===== config.mk =====
export PLATFORM = sky130hd
export DESIGN_NAME = wasm_custom_section_extractor_core
export DESIGN_NICKNAME = d
export VERILOG_FILES = /design/src/design/wcse_pkg.sv /design/src/design/wasm_custom_section_extractor_core.sv
export SDC_FILE = /design/constraint.sdc
export NUM_CORES = 1
export LEC_CHECK = 0
export BUFFER_PORTS_ARGS = -buffer_cell sky130_fd_sc_hd__buf_2
export CAP_MARGIN = 20
export CORE_ASPECT_RATIO = 1.1
export CORE_UTILIZATION = 42
export CTS_CLUSTER_SIZE = 28
export DETAILED_ROUTE_END_ITERATION = 7
export GPL_ROUTABILITY_DRIVEN = 0
export HOLD_SLACK_MARGIN = 0.08
export MAX_ROUTING_LAYER = met4
export PLACE_DENSITY = 0.69
export SYNTH_ARGS = -nofsm -noshare
export SYNTH_HDL_FRONTEND = slang
export SYNTH_SLANG_ARGS = --single-unit

===== constraint.sdc =====
create_clock -name clk_i -period 10.2 [get_ports clk_i]
set_input_delay 2.55 -clock clk_i [delete_from_list [all_inputs] [get_ports clk_i]]
set_output_delay 2.55 -clock clk_i [all_outputs]
set_load 0.005 [all_outputs]

===== src/design/wcse_pkg.sv =====
// Shared types and constants of the WebAssembly custom section extractor.
`default_nettype none

package wcse_pkg;

  localparam int unsigned MaxNameBytes = 32;
  localparam int unsigned HeaderBytes  = 8;
  localparam int unsigned NameBits     = 8 * MaxNameBytes;

  // Parse phases.
  localparam logic [2:0] PH_HEADER  = 3'd0;
  localparam logic [2:0] PH_TYPE    = 3'd1;
  localparam logic [2:0] PH_SECLEN  = 3'd2;
  localparam logic [2:0] PH_NAMELEN = 3'd3;
  localparam logic [2:0] PH_NAME    = 3'd4;
  localparam logic [2:0] PH_PAYLOAD = 3'd5;
  localparam logic [2:0] PH_SKIP    = 3'd6;

  // Done status codes; ST_NONE is internal and never leaves the block.
  localparam logic [1:0] ST_FOUND     = 2'd0;
  localparam logic [1:0] ST_ABSENT    = 2'd1;
  localparam logic [1:0] ST_MALFORMED = 2'd2;
  localparam logic [1:0] ST_NONE      = 2'd3;

  // Result kinds.
  localparam logic KIND_PAYLOAD = 1'b0;
  localparam logic KIND_DONE    = 1'b1;

  // Configuration register indexes.
  localparam logic [2:0] CFG_NAME_LENGTH = 3'd0;
  localparam logic [2:0] CFG_NAME_WORD_0 = 3'd1;
  localparam logic [2:0] CFG_NAME_WORD_1 = 3'd2;
  localparam logic [2:0] CFG_NAME_WORD_2 = 3'd3;
  localparam logic [2:0] CFG_NAME_WORD_3 = 3'd4;

  localparam logic [31:0] AllOnes = 32'hFFFF_FFFF;

  typedef struct packed {
    logic       item_kind;
    logic [7:0] payload_byte;
    logic       payload_end;
    logic [1:0] status;
    logic       run_last;
  } result_t;

endpackage

`default_nettype wire


===== src/design/wasm_custom_section_extractor_core.sv =====
// Top level of the WebAssembly custom section extractor: byte parser and result queue.
//
// Usage: the module image enters one byte per request on the input channel
// (in_valid_i, in_stall_o, data_byte_i, final_byte_i), final_byte_i marking
// the last byte of an image. The eight header bytes are skipped, then the
// sections are walked. The payload of the first custom section whose name
// equals the configured name leaves on the output channel, one request per
// byte, the last marked by payload_end_o, followed by a done request with
// status found. Otherwise the done request has status malformed, or absent
// at the final byte. Further bytes after a done give nothing until the
// final byte, after which parsing starts again on a new image.
// Each input byte is parsed in the cycle it is accepted and its results
// (at most two) enter a two-entry output queue, so the first result is shown
// in the cycle after acceptance. One byte is taken per cycle while each byte
// causes at most one result; a byte that causes two results (the last
// payload byte and its done) holds the input until its first leaves, as the
// queue drains a single request per cycle. The configuration port (cfg_we_i,
// cfg_index_i, cfg_data_i) is to be written only while the block is idle;
// the block does not enforce it. Reset clears the parser, the queue and the
// name. When the receiver stalls, the head request holds and the input
// channel stalls as soon as the queue cannot take a further byte's results.
`default_nettype none

module wasm_custom_section_extractor_core (
  input  wire logic        clk_i,
  input  wire logic        rst_ni,
  // Configuration write port.
  input  wire logic        cfg_we_i,
  input  wire logic [2:0]  cfg_index_i,
  input  wire logic [63:0] cfg_data_i,
  // Input byte channel.
  input  wire logic        in_valid_i,
  output logic             in_stall_o,
  input  wire logic [7:0]  data_byte_i,
  input  wire logic        final_byte_i,
  // Result channel.
  output logic             out_valid_o,
  input  wire logic        out_stall_i,
  output logic             item_kind_o,
  output logic [7:0]       payload_byte_o,
  output logic             payload_end_o,
  output logic [1:0]       status_o,
  output logic             run_last_o
);

  // Configuration registers.
  logic [5:0]                      name_len_q;
  logic [wcse_pkg::NameBits-1:0]   name_q;

  // Parse state.
  logic [2:0]  phase_q, phase_d;
  logic [2:0]  hdr_q, hdr_d;
  logic [31:0] val_q, val_d;
  logic [5:0]  shift_q, shift_d;
  logic [31:0] rem_q, rem_d;
  logic        custom_q, custom_d;
  logic [5:0]  idx_q, idx_d;
  logic        matches_q, matches_d;
  logic        done_q, done_d;

  // Output queue: slot 0 is the head.
  wcse_pkg::result_t slot0_q, slot0_d, slot1_q, slot1_d;
  logic [1:0]        count_q, count_d;

  logic        in_accept;
  logic        out_pop;
  logic [31:0] rem_dec;
  logic [31:0] vt_part;
  logic [31:0] val_take;
  logic [5:0]  shift_take;
  logic        vt_last;
  logic [7:0]  wanted;
  logic [5:0]  idx_inc;
  logic        name_ok;
  logic [1:0]  st;
  logic        pay_v;
  logic        pay_end;
  wcse_pkg::result_t res_pay, res_done;

  always_ff @(posedge clk_i or negedge rst_ni) begin
    if (!rst_ni) begin
      name_len_q <= '0;
      name_q     <= '0;
    end else if (cfg_we_i) begin
      unique case (cfg_index_i)
        wcse_pkg::CFG_NAME_LENGTH: name_len_q <= cfg_data_i[5:0];
        wcse_pkg::CFG_NAME_WORD_0: name_q[63:0]    <= cfg_data_i;
        wcse_pkg::CFG_NAME_WORD_1: name_q[127:64]  <= cfg_data_i;
        wcse_pkg::CFG_NAME_WORD_2: name_q[191:128] <= cfg_data_i;
        wcse_pkg::CFG_NAME_WORD_3: name_q[255:192] <= cfg_data_i;
        default: ;
      endcase
    end
  end

  // The queue only takes a byte when it will be empty after this cycle's pop,
  // so both results of a byte always fit.
  assign out_valid_o = (count_q != 2'd0);
  assign out_pop     = out_valid_o && !out_stall_i;
  assign in_stall_o  = !((count_q == 2'd0) || ((count_q == 2'd1) && !out_stall_i));
  assign in_accept   = in_valid_i && !in_stall_o;

  // LEB128 step: each new group lands above the bits already gathered, so an
  // OR equals the addition; groups past bit 31 are dropped.
  assign rem_dec    = rem_q - 32'd1;
  assign vt_part    = (shift_q < 6'd32) ? ({25'd0, data_byte_i[6:0]} << shift_q[4:0]) : '0;
  assign val_take   = val_q | vt_part;
  assign shift_take = (shift_q < 6'd35) ? shift_q + 6'd7 : shift_q;
  assign vt_last    = !data_byte_i[7];

  assign wanted  = name_q[{idx_q[4:0], 3'b000} +: 8];
  assign idx_inc = idx_q + 6'd1;
  assign name_ok = (val_take == {26'd0, name_len_q}) &&
                   (name_len_q <= 6'(wcse_pkg::MaxNameBytes));

  always_comb begin
    phase_d   = phase_q;
    hdr_d     = hdr_q;
    val_d     = val_q;
    shift_d   = shift_q;
    rem_d     = rem_q;
    custom_d  = custom_q;
    idx_d     = idx_q;
    matches_d = matches_q;
    done_d    = done_q;
    st        = wcse_pkg::ST_NONE;
    pay_v     = 1'b0;
    pay_end   = 1'b0;

    if (!done_q) begin
      unique case (phase_q)
        wcse_pkg::PH_HEADER: begin
          if (hdr_q == 3'(wcse_pkg::HeaderBytes - 1)) begin
            phase_d = wcse_pkg::PH_TYPE;
          end else begin
            hdr_d = hdr_q + 3'd1;
          end
        end
        wcse_pkg::PH_TYPE: begin
          custom_d = (data_byte_i == 8'd0);
          val_d    = '0;
          shift_d  = '0;
          phase_d  = wcse_pkg::PH_SECLEN;
        end
        wcse_pkg::PH_SECLEN: begin
          val_d   = val_take;
          shift_d = shift_take;
          if (vt_last) begin
            if (val_take == wcse_pkg::AllOnes) begin
              st = wcse_pkg::ST_MALFORMED;
            end else if (custom_q) begin
              if (val_take == 32'd0) begin
                st = wcse_pkg::ST_MALFORMED;
              end else begin
                rem_d   = val_take;
                val_d   = '0;
                shift_d = '0;
                phase_d = wcse_pkg::PH_NAMELEN;
              end
            end else begin
              rem_d   = val_take;
              phase_d = (val_take != 32'd0) ? wcse_pkg::PH_SKIP : wcse_pkg::PH_TYPE;
            end
          end
        end
        wcse_pkg::PH_NAMELEN: begin
          rem_d   = rem_dec;
          val_d   = val_take;
          shift_d = shift_take;
          if (!vt_last) begin
            if (rem_dec == 32'd0) begin
              st = wcse_pkg::ST_MALFORMED;
            end
          end else if ((val_take == wcse_pkg::AllOnes) || (val_take > rem_dec)) begin
            st = wcse_pkg::ST_MALFORMED;
          end else begin
            matches_d = name_ok;
            idx_d     = '0;
            if (!name_ok) begin
              phase_d = (rem_dec != 32'd0) ? wcse_pkg::PH_SKIP : wcse_pkg::PH_TYPE;
            end else if (name_len_q != 6'd0) begin
              phase_d = wcse_pkg::PH_NAME;
            end else if (rem_dec != 32'd0) begin
              phase_d = wcse_pkg::PH_PAYLOAD;
            end else begin
              st = wcse_pkg::ST_FOUND;
            end
          end
        end
        wcse_pkg::PH_NAME: begin
          rem_d = rem_dec;
          if (data_byte_i != wanted) begin
            matches_d = 1'b0;
            phase_d   = (rem_dec != 32'd0) ? wcse_pkg::PH_SKIP : wcse_pkg::PH_TYPE;
          end else begin
            idx_d = idx_inc;
            if (idx_inc == name_len_q) begin
              if (rem_dec != 32'd0) begin
                phase_d = wcse_pkg::PH_PAYLOAD;
              end else begin
                st = wcse_pkg::ST_FOUND;
              end
            end
          end
        end
        wcse_pkg::PH_PAYLOAD: begin
          rem_d   = rem_dec;
          pay_v   = 1'b1;
          pay_end = (rem_dec == 32'd0);
          if (rem_dec == 32'd0) begin
            st = wcse_pkg::ST_FOUND;
          end
        end
        default: begin
          // Skipping the body of a section of no interest.
          rem_d = rem_dec;
          if (rem_dec == 32'd0) begin
            phase_d = wcse_pkg::PH_TYPE;
          end
        end
      endcase

      // Running out of image in the header or between sections means absent;
      // anywhere else within a section means the image is cut short.
      if ((st == wcse_pkg::ST_NONE) && final_byte_i) begin
        st = ((phase_d == wcse_pkg::PH_TYPE) || (phase_d == wcse_pkg::PH_HEADER)) ?
             wcse_pkg::ST_ABSENT : wcse_pkg::ST_MALFORMED;
      end
      if (st != wcse_pkg::ST_NONE) begin
        done_d = 1'b1;
      end
    end

    // The final byte always restarts the parser for the next image.
    if (final_byte_i) begin
      phase_d   = wcse_pkg::PH_HEADER;
      hdr_d     = '0;
      val_d     = '0;
      shift_d   = '0;
      rem_d     = '0;
      custom_d  = 1'b0;
      idx_d     = '0;
      matches_d = 1'b0;
      done_d    = 1'b0;
    end
  end

  always_comb begin
    res_pay.item_kind    = wcse_pkg::KIND_PAYLOAD;
    res_pay.payload_byte = data_byte_i;
    res_pay.payload_end  = pay_end;
    res_pay.status       = wcse_pkg::ST_FOUND;
    res_pay.run_last     = (st == wcse_pkg::ST_NONE);

    res_done.item_kind    = wcse_pkg::KIND_DONE;
    res_done.payload_byte = '0;
    res_done.payload_end  = 1'b0;
    res_done.status       = st;
    res_done.run_last     = 1'b1;

    slot0_d = slot0_q;
    slot1_d = slot1_q;
    count_d = count_q;
    if (in_accept) begin
      slot0_d = pay_v ? res_pay : res_done;
      slot1_d = res_done;
      count_d = 2'(pay_v) + 2'(st != wcse_pkg::ST_NONE);
    end else if (out_pop) begin
      slot0_d = slot1_q;
      count_d = count_q - 2'd1;
    end
  end

  always_ff @(posedge clk_i or negedge rst_ni) begin
    if (!rst_ni) begin
      phase_q   <= wcse_pkg::PH_HEADER;
      hdr_q     <= '0;
      val_q     <= '0;
      shift_q   <= '0;
      rem_q     <= '0;
      custom_q  <= 1'b0;
      idx_q     <= '0;
      matches_q <= 1'b0;
      done_q    <= 1'b0;
      count_q   <= '0;
    end else begin
      if (in_accept) begin
        phase_q   <= phase_d;
        hdr_q     <= hdr_d;
        val_q     <= val_d;
        shift_q   <= shift_d;
        rem_q     <= rem_d;
        custom_q  <= custom_d;
        idx_q     <= idx_d;
        matches_q <= matches_d;
        done_q    <= done_d;
      end
      count_q <= count_d;
    end
  end

  always_ff @(posedge clk_i) begin
    slot0_q <= slot0_d;
    slot1_q <= slot1_d;
  end

  assign item_kind_o    = slot0_q.item_kind;
  assign payload_byte_o = slot0_q.payload_byte;
  assign payload_end_o  = slot0_q.payload_end;
  assign status_o       = slot0_q.status;
  assign run_last_o     = slot0_q.run_last;

  // A done request always closes the results of its byte and carries a real status.
  a_done_last: assert property (@(posedge clk_i) disable iff (!rst_ni)
    (out_valid_o && (item_kind_o == wcse_pkg::KIND_DONE)) |->
      (run_last_o && (status_o != wcse_pkg::ST_NONE)))
    else $error("done request without run_last or with no status");

  // The last payload byte is always followed by its done request.
  a_end_then_done: assert property (@(posedge clk_i) disable iff (!rst_ni)
    (out_pop && (item_kind_o == wcse_pkg::KIND_PAYLOAD) && payload_end_o) |->
      (!run_last_o && (count_q == 2'd2)))
    else $error("last payload byte not followed by done");

  // The queue never holds more than two requests.
  a_count_bound: assert property (@(posedge clk_i) disable iff (!rst_ni)
    count_q != 2'd3)
    else $error("result queue overflow");

  // A byte is only taken when the queue will have room for both its results.
  a_room: assert property (@(posedge clk_i) disable iff (!rst_ni)
    in_accept |=> (count_q <= 2'd2))
    else $error("byte accepted without room in the queue");

endmodule

`default_nettype wire


## Yosys cells after proc, flatten, opt, wreduce, memory -nomap -nowiden

Cells that the tools add are included.

- Flip-flop bits (word level): 363
- Output and inout port bits: 15
- Word-level logic and storage cells: 186
- Bits of input ports: 81

- $lt $le $gt $ge: 4
- Reductions and logical operators: 38
- Shift-type cells: 2
- Add/sub/neg operators: 6
- Equal/unequal tests: 29
- Bitwise operators: 1
- Multiplexer cells: 86

Operators by type and width:

| kind | count |
|---|---|
| $mux W32 | 13 |
| $shiftx A256 B9 Y8 | 1 |
| $pmux W32 S3 | 1 |
| $mux W6 | 12 |
| $mux W3 | 22 |
| $logic_not A32 Y1 | 2 |
| $pmux W32 S2 | 1 |
| $reduce_bool A32 Y1 | 2 |
| $mux W13 | 3 |
| $eq A32 B32 Y1 const B | 1 |
| $eq A32 B6 Y1 | 1 |
| $gt A32 B32 Y1 | 1 |
| $or A32 B32 Y32 | 1 |
| $shl A7 B5 Y32 | 1 |
| $sub A32 B1 Y32 const B | 1 |
| $mux W2 | 15 |
| $pmux W3 S6 | 1 |
| $pmux W6 S3 | 1 |
| $mux W1 | 15 |
| $ne A3 B3 Y1 const B | 5 |
| $eq A3 B2 Y1 const B | 4 |
| $eq A3 B3 Y1 const B | 4 |
| $lt A6 B6 Y1 const B | 2 |
| $pmux W6 S2 | 1 |
| other kinds (30) | 55 |

## Longest topological paths before layout

- Depth after elaboration: 19
- Gate-level depth with buffers: 23
- Gate-level depth less buffers: 22

## Worst setup path before layout

Ideal clock, no wire load.

- Path kind: in2reg
- Start: input data_byte_i[3]
- End: register slot0_q (netlist bit status_o[1]), data pin
- Data arrival time: 6127 ps
- Stages: 16
- Setup time: 291 ps
- Data required time: 9909 ps
- Buffers on the path: 1
- Setup slack: 3782 ps
- Cells stage by stage: buf_2 mux2i_1 o32ai_1 o31a_2 ha_1 a21o_1 a21o_1 a211o_1 a21o_1 a221o_1 a21oi_1 a21boi_1 a211oi_2 o2bb2a_4 mux2i_1 o31ai_1

RTL lines:

| item | RTL line | source |
|---|---|---|
| start, declared | wasm_custom_section_extractor_core.sv:34 | `input wire logic [7:0] data_byte_i,` |
| end signal, assigned | wasm_custom_section_extractor_core.sv:303 | `slot0_q <= slot0_d;` |
| end, declared | wasm_custom_section_extractor_core.sv:62 | `wcse_pkg::result_t slot0_q, slot0_d, slot1_q, slot1_d;` |

==> results <==
- The worst setup path is captured at a register.
- The number of hold buffers added after CTS was 0.
- Counting tap cells, the placed design contains a total of 2404 instances.
- The area fraction in and, or, nand and nor cells after synthesis is 11.36%.
- In the post-synthesis netlist, the biggest area contributors are dfrtp_1 43%, mux2_2 15%, mux4_2 6.0%.
- For met1 alone, demand over resource in global routing was 28.14%.
- The total overflow left after global routing is 0.
- The total via count in the routed design is 14956.
- Compared with the post-synthesis result, the final layout area differs by 12.13%.
- STA classifies the critical path startpoint as an input pin.
- At the worst endpoint, the arrival time is 7130 ps.
- Gates resized during post-CTS repair numbered 0.
- In this run the remaining antenna-violating nets after routing total 0.
- The part of the cycle the worst path needs is 66.90%.
- The number of fillers in the final layout is 4281.
- In this run the count of I/O pins placed on the die edge is 96.
- The average instance in the mapped netlist occupies 11.52 µm².
- Using the TritonRoute via totals, the vias-per-cell ratio works out to 6.011.
- For this run, global-route usage on met3 was measured as 3.909%.
- The clock latency on the worst-skew pair is 580 ps.
- CTS saw 363 sinks.
- The longest clock path from root to sink contains 3 buffers.
- The remaining design rule violation count is 0.
- The synthesized netlist devotes 11.80% of its cell area to compound gates.
- During placement, the flow inserted port buffers numbering 95.
- In this run the standard cell core region covers 47720 µm².
- The horizontal extent of the die is 211.4 µm.
- The shortest clock period the worst path allows after layout is 6824 ps.
- Cells fill 47.61% of the core in the end.
- The signal on the critical path passes through buf_2, mux2i_1, o32ai_1, nor2_1, a21oi_1, a21o_1, ha_1, nand4_1, nor4_1, and3_1, and3b_1, nand2_1, a21oi_1, a21boi_1, a211oi_2, o2bb2a_4, mux2i_1, o31ai_1.
- On the critical path, the stage with the largest delay is an instance of o32ai_1.
- The initial antenna violation count came to 9.
- The die is 232.4 µm tall.
- The setup path with the least slack is of type input pin to register.
- The maximum number of pins on one net before global-route repair is 166.
- The number of distinct library cells after synthesis is 96.
- The synthesized cell area is 20260 µm².
- The data required time of the critical path is 10510 ps.
- The post-synthesis xor/xnor area fraction is 2.464%.
- The HPWL after detailed placement is 37010 µm.
- The routed length per placed instance is 21.70 µm.
- The classification of the worst-slack hold path is register to register.
- The actual slew at the worst max-slew pin is 1115 ps.
- The number of buffers and inverters on the critical path is 1.
- The tree is rooted in a clkbuf_16.
- The fraction of registers with async set/reset is 95.87%.
- The H-tree depth is 2.
- The biggest cell delay along the critical path is 740 ps.
- Once the floorplan was initialized, standard cells occupied 42.46% of the core.
- Summing the areas of all fa, ha and maj instances in the mapped netlist gives 2.532% of the synthesized area.
- The wire length of the first global-routing pass is 86240 µm.
- The largest family of logic cells by synthesized area is multiplexers.
- In this run the static leakage power is 0.009285 µW.
- TritonCTS built the clock tree.
- Measured against its own limit, the worst slew margin works out to 25.64%.
- For the final routed database, the setup TNS stands at 0 ps.
- The die covers 49120 µm².
- The largest delay contributor family on the critical path is compound AO/OA/AOI/OAI gates.
- The maximum operating frequency is 146.5 MHz.
- The number of synthesized register bits is 363.
- Between clock sinks in the finished design, the worst skew comes to 31.37 ps.
- The global-route track usage on met2 is 37.86%.
- Buffers inserted during clock tree synthesis total 41.
- Setup repair after global routing left no endpoint under its margin.
- Dividing total power by cell area gives a power density of 263.9 nW/µm².
- The maximum fanout along the worst path is 13.
- The reported max-cap violation count is 0.
- For this run, the total global-route usage over all layers was measured as 23.12%.
- The flip-flop cell with the highest count after synthesis is dfrtp_1.
- The mux cell area share after synthesis is 23.40%.
- In this run, the number of DRC markers left after iteration 0 of detailed routing was 1100.
- The final-report max-slew violation count is 0.
- The hold violation count in the final report is 0.
- The count of warnings emitted by yosys is 0.
- The top cell type's share of synthesized area is 42.98%.
- The ratio of cells with drive above 1 in the final layout is 30.41%.
- The run finished with clean final reports.
- After floorplanning, the core was divided into 84 placement rows.
- The total setup violations reported at the end of the flow is 0.
- Sequential elements use 45.21% of the synthesized area.
- The length of the first detailed-routing pass in iterations is 7.
- The final wirelength is 53990 µm.
- The busiest layer in global routing is met2.
- The post-CTS clock slew at the launch and capture registers of the worst setup and hold paths is 60 ps.
- The via count of the first global-routing pass is 15284.
- The number of nets in the synthesized netlist is 1881.
- The cell accounting for the most synthesized area is dfrtp_1.
- The worst voltage drop across the vdd grid is 0.1744 mV.
- The number of synthesized flops with an enable pin is 15.
- The final instance count without filler cells is 2488.
- After the last flow step, the layout net total stands at 1925.
- Buffers added to address setup during post-CTS repair amount to 0.
- The count of mapped cells out of synthesis is 1759.
-- through the flow --
stage	area, µm²	setup WS, ps	hold WS, ps	total power [µW]
detailed placement	21280	3047	481.4	4454
floorplan	20260	3782	455.6	3793
global route	22720	3058	506.2	6344
global placement	21280	3098	471.0	4373
finish	22720	3376	495.3	5995
CTS	22670	3626	495.0	5977
-- registers in the layout (all words and copies together), names as in the netlist --
name and cells:
count_q 2, custom_q 1, done_q 1, hdr_q 3, idx_q 6, item_kind_o 1, name_len_q 6, name_q 256
payload_byte_o 8, payload_end_o 1, phase_q 3, rem_q 32, run_last_o 1, shift_q 6, slot1_q 2, status_o 2
val_q 32
-- synthesized netlist by cell type, types with 7 or more instances --
cell       number
or2_2          13
a22oi_1        16
mux4_2         54
a31oi_1        11
a211oi_1       12
or3_1          12
nand3_1        34
nand4_1        21
nor4_1         27
nand3b_1        7
xnor2_1        36
o21ai_0        34
o31ai_1        25
o2111ai_1       8
nor3_1         39
buf_2          32
nand2_1       106
nand2b_1       11
clkbuf_1       73
a21oi_1        76
edfxtp_1       15
mux2i_1        54
o21ai_1        24
xor2_1         21
nor2b_1        20
ha_1           41
or4_1           9
inv_1          35
a21boi_0        9
a22o_1         13
a21o_1         15
dfrtp_1       348
and3_1         11
nor2_1         78
mux2_2        265
o211ai_1       11
-- layout by cell type, fill, tap and decap left out, drive strengths merged, types with 8 or more instances in the layout --
cell and count:
o211ai 11, xor2 21, and3 12, mux4 54, nor4b 8, inv 39, nor3 39, a21oi 76
diode 8, a31oi 11, or3 13, o2111ai 8, a22o 13, nand3 35, a211oi 15, nor4 29
o21ai 59, nand2b 11, mux2i 54, nor2b 20, clkinv 14, nand2 106, ha 41, or4 10
nor2 78, mux2 265, a21o 15, o31ai 26, nand4 21, a21boi 10, a22oi 16, buf 117
or2 18, clkbuf 61, xnor2 36, edfxtp 15, dfrtp 348
-- power breakdown --
part / switching (µW) / internal [µW] / total, µW
combinational: 1390 / 1050 / 2440
clock: 621 / 881 / 1500
sequential: 286 / 1770 / 2050
-- area by class of cell --
cell class	instances	area [µm²]	share of cell area [%]
Timing Repair Buffer	117	683.2	3.007
Multi-Input combinational cell	1238	10500	46.21
Inverter	42	157.7	0.6940
Clock inverter	14	173.9	0.7656
Antenna cell	8	20.02	0.08813
Clock buffer	61	1212	5.337
Sequential cell	363	9165	40.34
Tap cell	645	807.0	3.553
-- final timing paths --
| check | start | to | slack, ps | cells after the start |
|---|---|---|---|---|
| hold / removal | val_q[1] | val_q[1] | 500 | 2 |
| setup reg to reg | rem_q[10] | status_o[1] | 4260 | 18 |
| setup / recovery | data_byte_i[1] | status_o[1] | 3380 | 18 |
| max in group asynchronous | rst_ni | idx_q[1] | 6750 | 2 |
| hold reg to reg | val_q[1] | val_q[1] | 500 | 2 |
| min in group asynchronous | rst_ni | rem_q[11] | 2030 | 1 |
-- worst register-to-register path, delay by kind of cell (launching register included) --
| kind | cells | cell delay (ps) |
|---|---|---|
| AO/OA/AOI/OAI | 5 | 1130 |
| adder cells (fa/ha/maj) | 1 | 300 |
| buffers and inverters | 1 | 70 |
| flip-flops | 1 | 450 |
| multiplexers | 1 | 220 |
| AND/OR/NAND/NOR | 10 | 3520 |
-- routing by layer --
metal  vias to the layer above  share of wire, %
met5                         -                 0
met1                      7563                40
met3                       152               6.2
met2                       550                50
li1                       6691                 -
met4                         0               4.0
-- cells by family after synthesis --
logic type / after synthesis
fa+ha+maj: 41
flops: 363
compound gates: 338
mux: 373
xor+xnor: 57
simple gates: 429
buf+inv: 158
Note: power is estimated with default switching activity, not from simulation.
